## config.mk

```make
export PLATFORM = sky130hd
export DESIGN_NAME = display_frame_payload_extractor_unit_flat
export DESIGN_NICKNAME = d
export VERILOG_FILES = /design/src/design/dfpe_pkg.sv /design/src/design/dfpe_if.sv /design/src/design/display_frame_payload_extractor_unit.sv /design/src/design/dfpe_parser.sv /design/src/design/dfpe_out_stage.sv /design/src/flat_wrapper.sv
export SDC_FILE = /design/constraint.sdc
export NUM_CORES = 1
export LEC_CHECK = 0
export ABC_AREA = 1
export ABC_CLOCK_PERIOD_IN_PS = 2560
export BUFFER_PORTS_ARGS = -buffer_cell sky130_fd_sc_hd__buf_2
export CAP_MARGIN = 30
export CORE_AREA = 4 4 83 85
export CTS_CLUSTER_SIZE = 28
export DETAILED_ROUTE_END_ITERATION = 6
export DIE_AREA = 0 0 87 89
export GPL_TIMING_DRIVEN = 0
export PLACE_DENSITY_LB_ADDON = 0.05
export SKIP_LAST_GASP = 1
export SYNTH_ARGS = -nofsm -noshare
export SYNTH_HDL_FRONTEND = slang
export SYNTH_SLANG_ARGS = --single-unit
```

## constraint.sdc

```tcl
create_clock -name i_clk -period 2.56 [get_ports i_clk]
set_clock_uncertainty 0.15 [all_clocks]
set_input_delay 0 -clock i_clk [delete_from_list [all_inputs] [get_ports i_clk]]
set_output_delay 0 -clock i_clk [all_outputs]
set_load 0.01 [all_outputs]
```

## src/design/dfpe_pkg.sv

```systemverilog
// Shared constants, stage codes and result type for the display frame payload extractor.
package dfpe_pkg;

    localparam logic [7:0]  HEADER_FIRST    = 8'h5A;
    localparam logic [7:0]  HEADER_SECOND   = 8'hA5;
    localparam logic [7:0]  MIN_LENGTH      = 8'd4;
    localparam logic [7:0]  OVERHEAD        = 8'd3;
    localparam logic [15:0] WATCHED_ADDR_RST = {8'h30, 8'h09};

    localparam int unsigned STAGE_W = 3;

    localparam logic [STAGE_W-1:0] ST_HUNT    = 3'd0;
    localparam logic [STAGE_W-1:0] ST_HDR2    = 3'd1;
    localparam logic [STAGE_W-1:0] ST_LENGTH  = 3'd2;
    localparam logic [STAGE_W-1:0] ST_COMMAND = 3'd3;
    localparam logic [STAGE_W-1:0] ST_ADDR_HI = 3'd4;
    localparam logic [STAGE_W-1:0] ST_ADDR_LO = 3'd5;
    localparam logic [STAGE_W-1:0] ST_PAYLOAD = 3'd6;

    typedef struct packed {
        logic [7:0] payload_byte;
        logic [7:0] byte_index;
        logic       last_of_frame;
        logic       length_error;
    } t_result;

endpackage

```

## src/design/dfpe_if.sv

```systemverilog
// Handshake channel interfaces for received bytes and extracted payload results.
interface dfpe_rx_if;
    logic       valid;
    logic       ready;
    logic [7:0] rx_byte;

    modport source (output valid, output rx_byte, input ready);
    modport sink   (input valid, input rx_byte, output ready);
endinterface

interface dfpe_res_if;
    logic       valid;
    logic       ready;
    logic [7:0] payload_byte;
    logic [7:0] byte_index;
    logic       last_of_frame;
    logic       length_error;

    modport source (output valid, output payload_byte, output byte_index,
                    output last_of_frame, output length_error, input ready);
    modport sink   (input valid, input payload_byte, input byte_index,
                    input last_of_frame, input length_error, output ready);
endinterface

```

## src/design/display_frame_payload_extractor_unit.sv

```systemverilog
// Top level: input byte register, frame parser and result register.
// Each byte passes through the input byte register and the frame parser; its result, if any,
// is presented from the result register, which loads only when the result channel is free.
// Throughput: one byte per cycle while the result channel is not stalled; the stage update sets the rate.
// A byte that yields no result never waits on the result channel.
// Synchronous active-low reset clears stage, counters, valids; address -> 0x3009.
module display_frame_payload_extractor_unit (
    input  logic        i_clk,
    input  logic        i_rst_n,
    input  logic        i_cfg_wr_en,
    input  logic [15:0] i_cfg_wr_data,
    dfpe_rx_if.sink     i_rx,
    dfpe_res_if.source  o_res
);

    logic              r_in_valid;
    logic [7:0]        r_in_byte;
    logic              has_result;
    logic              out_free;
    logic              advance;
    dfpe_pkg::t_result result;

    assign advance    = r_in_valid && (!has_result || out_free);
    assign i_rx.ready = !r_in_valid || advance;

    always_ff @(posedge i_clk) begin
        if (!i_rst_n) begin
            r_in_valid <= 1'b0;
        end else if (i_rx.ready) begin
            r_in_valid <= i_rx.valid;
        end
    end

    always_ff @(posedge i_clk) begin
        if (i_rx.ready && i_rx.valid) begin
            r_in_byte <= i_rx.rx_byte;
        end
    end

    dfpe_parser u_parser (
        .i_clk         (i_clk),
        .i_rst_n       (i_rst_n),
        .i_cfg_wr_en   (i_cfg_wr_en),
        .i_cfg_wr_data (i_cfg_wr_data),
        .i_step        (advance),
        .i_byte        (r_in_byte),
        .o_has_result  (has_result),
        .o_result      (result)
    );

    dfpe_out_stage u_out (
        .i_clk    (i_clk),
        .i_rst_n  (i_rst_n),
        .i_load   (advance && has_result),
        .i_result (result),
        .o_free   (out_free),
        .o_res    (o_res)
    );

endmodule

```

## src/design/dfpe_parser.sv

```systemverilog
// Frame parser: stage register, counters, address register and result forming.
module dfpe_parser (
    input  logic                 i_clk,
    input  logic                 i_rst_n,
    input  logic                 i_cfg_wr_en,
    input  logic [15:0]          i_cfg_wr_data,
    input  logic                 i_step,
    input  logic [7:0]           i_byte,
    output logic                 o_has_result,
    output dfpe_pkg::t_result    o_result
);

    logic [dfpe_pkg::STAGE_W-1:0] r_stage, n_stage;
    logic [7:0]                   r_remaining, n_remaining;
    logic [7:0]                   r_position, n_position;
    logic [15:0]                  r_watched;

    always_comb begin
        n_stage      = dfpe_pkg::ST_HUNT;
        n_remaining  = r_remaining;
        n_position   = r_position;
        o_has_result = 1'b0;
        o_result     = '0;
        unique case (r_stage)
            dfpe_pkg::ST_HUNT: begin
                if (i_byte == dfpe_pkg::HEADER_FIRST) n_stage = dfpe_pkg::ST_HDR2;
            end
            dfpe_pkg::ST_HDR2: begin
                if (i_byte == dfpe_pkg::HEADER_SECOND) n_stage = dfpe_pkg::ST_LENGTH;
            end
            dfpe_pkg::ST_LENGTH: begin
                if (i_byte < dfpe_pkg::MIN_LENGTH) begin
                    o_has_result          = 1'b1;
                    o_result.length_error = 1'b1;
                end else begin
                    n_remaining = i_byte - dfpe_pkg::OVERHEAD;
                    n_stage     = dfpe_pkg::ST_COMMAND;
                end
            end
            dfpe_pkg::ST_COMMAND: begin
                n_stage = dfpe_pkg::ST_ADDR_HI;
            end
            dfpe_pkg::ST_ADDR_HI: begin
                if (i_byte == r_watched[15:8]) n_stage = dfpe_pkg::ST_ADDR_LO;
            end
            dfpe_pkg::ST_ADDR_LO: begin
                if (i_byte == r_watched[7:0]) begin
                    n_stage    = dfpe_pkg::ST_PAYLOAD;
                    n_position = '0;
                end
            end
            dfpe_pkg::ST_PAYLOAD: begin
                o_has_result           = 1'b1;
                o_result.payload_byte  = i_byte;
                o_result.byte_index    = r_position;
                o_result.last_of_frame = (r_remaining <= 8'd1);
                n_position             = r_position + 8'd1;
                if (r_remaining <= 8'd1) begin
                    n_remaining = '0;
                end else begin
                    n_remaining = r_remaining - 8'd1;
                    n_stage     = dfpe_pkg::ST_PAYLOAD;
                end
            end
            default: begin
                n_stage = dfpe_pkg::ST_HUNT;
            end
        endcase
    end

    always_ff @(posedge i_clk) begin
        if (!i_rst_n) begin
            r_stage     <= dfpe_pkg::ST_HUNT;
            r_remaining <= '0;
            r_position  <= '0;
            r_watched   <= dfpe_pkg::WATCHED_ADDR_RST;
        end else begin
            if (i_cfg_wr_en) begin
                r_watched <= i_cfg_wr_data;
            end
            if (i_step) begin
                r_stage     <= n_stage;
                r_remaining <= n_remaining;
                r_position  <= n_position;
            end
        end
    end

endmodule

```

## src/design/dfpe_out_stage.sv

```systemverilog
// Result register driving the result channel.
module dfpe_out_stage (
    input  logic               i_clk,
    input  logic               i_rst_n,
    input  logic               i_load,
    input  dfpe_pkg::t_result  i_result,
    output logic               o_free,
    dfpe_res_if.source         o_res
);

    logic              r_valid;
    dfpe_pkg::t_result r_result;

    assign o_free = !r_valid || o_res.ready;

    always_ff @(posedge i_clk) begin
        if (!i_rst_n) begin
            r_valid <= 1'b0;
        end else if (o_free) begin
            r_valid <= i_load;
        end
    end

    always_ff @(posedge i_clk) begin
        if (i_load && o_free) begin
            r_result <= i_result;
        end
    end

    assign o_res.valid         = r_valid;
    assign o_res.payload_byte  = r_result.payload_byte;
    assign o_res.byte_index    = r_result.byte_index;
    assign o_res.last_of_frame = r_result.last_of_frame;
    assign o_res.length_error  = r_result.length_error;

endmodule
```

## src/flat_wrapper.sv

```systemverilog
// flat-port wrapper written by rule: the top's interface ports become plain ports
module display_frame_payload_extractor_unit_flat 
  (i_clk, i_rst_n, i_cfg_wr_en, i_cfg_wr_data, i_rx_valid, i_rx_rx_byte, i_rx_ready, o_res_valid, o_res_payload_byte, o_res_byte_index, o_res_last_of_frame, o_res_length_error, o_res_ready);
  dfpe_rx_if i_rx_i ();
  dfpe_res_if o_res_i ();
  input  logic i_clk;
  input  logic i_rst_n;
  input  logic i_cfg_wr_en;
  input  logic [15:0] i_cfg_wr_data;
  input wire logic [$bits(i_rx_i.valid)-1:0] i_rx_valid;
  input wire logic [$bits(i_rx_i.rx_byte)-1:0] i_rx_rx_byte;
  output wire logic [$bits(i_rx_i.ready)-1:0] i_rx_ready;
  output wire logic [$bits(o_res_i.valid)-1:0] o_res_valid;
  output wire logic [$bits(o_res_i.payload_byte)-1:0] o_res_payload_byte;
  output wire logic [$bits(o_res_i.byte_index)-1:0] o_res_byte_index;
  output wire logic [$bits(o_res_i.last_of_frame)-1:0] o_res_last_of_frame;
  output wire logic [$bits(o_res_i.length_error)-1:0] o_res_length_error;
  input wire logic [$bits(o_res_i.ready)-1:0] o_res_ready;
  assign i_rx_i.valid = i_rx_valid;
  assign i_rx_i.rx_byte = i_rx_rx_byte;
  assign i_rx_ready = i_rx_i.ready;
  assign o_res_valid = o_res_i.valid;
  assign o_res_payload_byte = o_res_i.payload_byte;
  assign o_res_byte_index = o_res_i.byte_index;
  assign o_res_last_of_frame = o_res_i.last_of_frame;
  assign o_res_length_error = o_res_i.length_error;
  assign o_res_i.ready = o_res_ready;
  display_frame_payload_extractor_unit u_core (.i_clk(i_clk), .i_rst_n(i_rst_n), .i_cfg_wr_en(i_cfg_wr_en), .i_cfg_wr_data(i_cfg_wr_data), .i_rx(i_rx_i), .o_res(o_res_i));
endmodule
```

==> results.sh <==
export IMPL_grt_pass1_vias=3132
export IMPL_synth_seq_cells=63
export IMPL_worst_skew_pair_late_latency_ns=0.34
export IMPL_r2r_end="u_core.u_out.o_res.payload_byte[2]$_SDFFCE_PN0P_"
export IMPL_drc=0
export IMPL_final_hold_viol_count=0
export IMPL_finalWirelength_um=8040
export IMPL_drt_iter0_markers=112
export IMPL_syn_inst=434
export IMPL_reg2reg_depth=11
export IMPL_die_h_um=89
export IMPL_htreeDepth=3
export IMPL_grt_busiest_layer="met2"
export IMPL_setup_tns_ns=0
export IMPL_start_kind="register"
export IMPL_grt_pass1_wl_um=13900
export IMPL_worst_hold_slack_ns=0.0309
export IMPL_p_leak_nw=2.00
export IMPL_num_vias=3019
export IMPL_cts_tree="done"
export IMPL_syn_nets=469
export IMPL_ant_nets=0
export IMPL_synth_seq_area_share=0.454
export IMPL_cp_required_ns=2.46
export IMPL_critPathLaunch="u_core.r_in_byte[3]$_DFFE_PP_"
export IMPL_grt_max_degree=19
export IMPL_start_util=0.540
export IMPL_yosysWarnings=0
export IMPL_final_layout_size_suffix_gt1_frac=0.194
export IMPL_grt_use_met2=0.406
export IMPL_gp_congestion=0.896
export IMPL_arrival_ns=2.17
export IMPL_place_hpwl_um=5580
export IMPL_worstSetupPathType="register to register"
export IMPL_end_kind="register"
export IMPL_cts_root_buf="clkbuf_8"
export IMPL_grt_usage=0.233
export IMPL_wl_per_cell_um=13.2
export IMPL_synth_top_area_cell="edfxtp_1"
export IMPL_r2r_start="u_core.r_in_byte[3]$_DFFE_PP_"
export IMPL_r2r_setup_slack_ns=0.28
export IMPL_antenna_cells=0
export IMPL_min_path_type="primary input to register"
export IMPL_crit_end="u_core.u_out.o_res.payload_byte[2]$_SDFFCE_PN0P_"
export IMPL_port_buffers=47
export IMPL_cap_violations=0
export IMPL_drtPass1Iterations=4
export IMPL_avgSynthCellArea_um2=7.72
export IMPL_yosys_most_used_dff="dfxtp_1"
export IMPL_path_clk_slew_ns=0.07
export IMPL_min_period_over_period=0.889
export IMPL_ios=49
export IMPL_rsz0062_at_grt="false"
export IMPL_cts_sinks=63
export IMPL_die_area_mm2=0.00774
export IMPL_max_vdd_ir_drop_mv=0.358
export IMPL_grtUsageMet3=0.0387
export IMPL_tightest_slew_ns=0.630
export IMPL_nNetsFinal=562
export IMPL_row_count=29
export IMPL_ys_types=33
export IMPL_slew_viol_final=0
export IMPL_drt_vias_per_instance=4.96
export IMPL_synth_async_reset_ratio=0
export IMPL_max_freq_ghz=0.439
export IMPL_powerDensity_mw_per_mm2=546
export IMPL_finalSetupViolCount=0
export IMPL_synth_area_leaders="edfxtp_1 23%, dfxtp_1 22%, nand2_1 11%, nor2_1 7.8%, inv_1 5.9%"
export IMPL_outcome="completed"
export IMPL_core_area_mm2=0.00620
export IMPL_gr_total_overflow=0
export IMPL_area_growth_pct=27.0
export IMPL_relSlewSlack=0.580
export IMPL_postCtsSetupBuffers=0
export IMPL_fin_crit_ns=2.28
export IMPL_cts_inserted_buffers=9
export IMPL_die_w_um=87
export IMPL_clockBufferDepth=2
export IMPL_crit_fanout=18
export IMPL_antenna_found_initial=0
export IMPL_synth_top_area_share=0.233
export IMPL_netlist_area_mm2=0.00335
export IMPL_use_met1=0.282
export IMPL_synth_edff_count=26
-- routing by layer --
metal  vias to the layer above  share of wire
met5                         -              0
met4                         0          0.026
met3                        20          0.053
met2                        76           0.47
met1                      1357           0.45
li1                       1566              -
-- cell usage after synthesis (3+ instances only) --
library cell  instances
inv_1                53
nor2_1               70
nor3_1                4
buf_2                 3
ha_1                  6
nand2_4               5
nand3_1              21
xor2_1               10
clkbuf_1              5
edfxtp_1             26
nand4_1               6
xnor2_1               3
inv_2                 4
nand2_2              11
o22ai_1               3
o21ai_0              30
nand2_1              95
a21oi_1              23
dfxtp_1              37
a21oi_2               6
-- sequential cells by signal, indices dropped and copies added (netlist names) --
name                              cells
u_core.u_out.o_res.length_error       1
u_core.u_parser.r_watched            16
u_core.u_out.o_res.valid              1
u_core.u_parser.r_stage               3
u_core.r_in_valid                     1
u_core.u_out.o_res.byte_index         8
u_core.u_parser.r_remaining           8
u_core.u_out.o_res.payload_byte       8
u_core.r_in_byte                      8
u_core.u_out.o_res.last_of_frame      1
u_core.u_parser.r_position            8
-- per-stage QoR --
step | util | setup WS [ns] | cell area, um^2 | power [mW] | cells
2_1_floorplan | - | 0.497 | 3350 | 1.25 | 434
3_3_place_gp | 0.593 | 0.106 | 3680 | 1.31 | 558
3_5_place_dp | 0.593 | 0.0932 | 3680 | 1.32 | 558
4_1_cts | 0.686 | 0.0812 | 4260 | 2.34 | 609
5_1_grt | 0.686 | 0.129 | 4260 | 2.41 | 609
6_report | 0.686 | 0.284 | 4260 | 2.32 | 609
-- worst min path at each step --
stage	startpoint	to	slack, ns	cells past startpoint
floorplan	i_rx_rx_byte[0]	u_core.r_in_byte[0]$_DFFE_PP_	-0.05	0
detailed placement	i_rx_rx_byte[5]	u_core.r_in_byte[5]$_DFFE_PP_	0.03	1
global route	i_cfg_wr_en	u_core.u_parser.r_watched[4]$_SDFFE_PN0P_	0.07	3
CTS	i_cfg_wr_en	u_core.u_parser.r_watched[4]$_SDFFE_PN0P_	0.02	3
finish	i_cfg_wr_en	u_core.u_parser.r_watched[4]$_SDFFE_PN0P_	0.03	3
global placement	i_rx_rx_byte[5]	u_core.r_in_byte[5]$_DFFE_PP_	0.03	1
-- cell families after synthesis --
family,count (synthesis),synth area share
flip-flops,63,0.454
XOR/XNOR,13,0.0340
buffers and inverters,72,0.0938
AND/OR/NAND/NOR,215,0.285
AO/OA/AOI/OAI,65,0.110
adder cells (fa/ha/maj),6,0.0224
-- placed cells by master (no fill, tap or decap), types with 2 or more instances in the layout --
master	synthesis	routed
o21ai_0	30	30
inv_2	4	5
nor2_1	70	70
nand4_1	6	6
bufinv_16	0	2
dfxtp_1	37	37
edfxtp_1	26	26
inv_1	53	52
a21oi_2	6	6
ha_1	6	6
nand2_1	95	95
clkbuf_8	0	11
nor3_1	4	4
nand3_1	21	21
nand2_2	11	11
xor2_1	10	10
nand2_4	5	5
clkbuf_1	5	7
xnor2_1	3	3
buf_2	3	50
o22ai_1	3	3
dlygate4sd3_1	0	35
a21oi_1	23	23
-- power by group --
group | leakage (nW) | internal [mW] | total, mW | switching, mW
logic | 1.33 | 0.111 | 0.244 | 0.133
clock network | 0.114 | 0.601 | 0.980 | 0.379
registers | 0.557 | 1.07 | 1.10 | 0.0284
total | 2.00 | 1.78 | 2.32 | 0.541
-- what timing repair did --
item | 4_1_cts | 5_1_grt
hold endpoints to repair | 36 | 0
hold buffers | 35 | 0
setup endpoints to repair | 0 | 18
resized for setup | 0 | 1
-- layout make-up --
cell class,instances,area [um^2]
fillers,526,1950
multi-input cells,299,1510
well taps,77,96.3
plain buffers,13,85.1
inverters,59,229
clock buffers,13,159
flip-flops and latches,63,1520
clock inverters,3,65.1
repair buffers,82,586
-- critical path, stage by stage, from the launching register on --
cell and delay (ns):
edfxtp_1 0.52, inv_2 0.21, nand2_4 0.08, nor2_4 0.15, nand2_2 0.09, nand2_4 0.08
nand2_4 0.05, nand2_4 0.10, inv_4 0.05, buf_12 0.14, o21ai_0 0.13, inv_2 0.24
No activity file was read; power rests on OpenSTA's default activity.
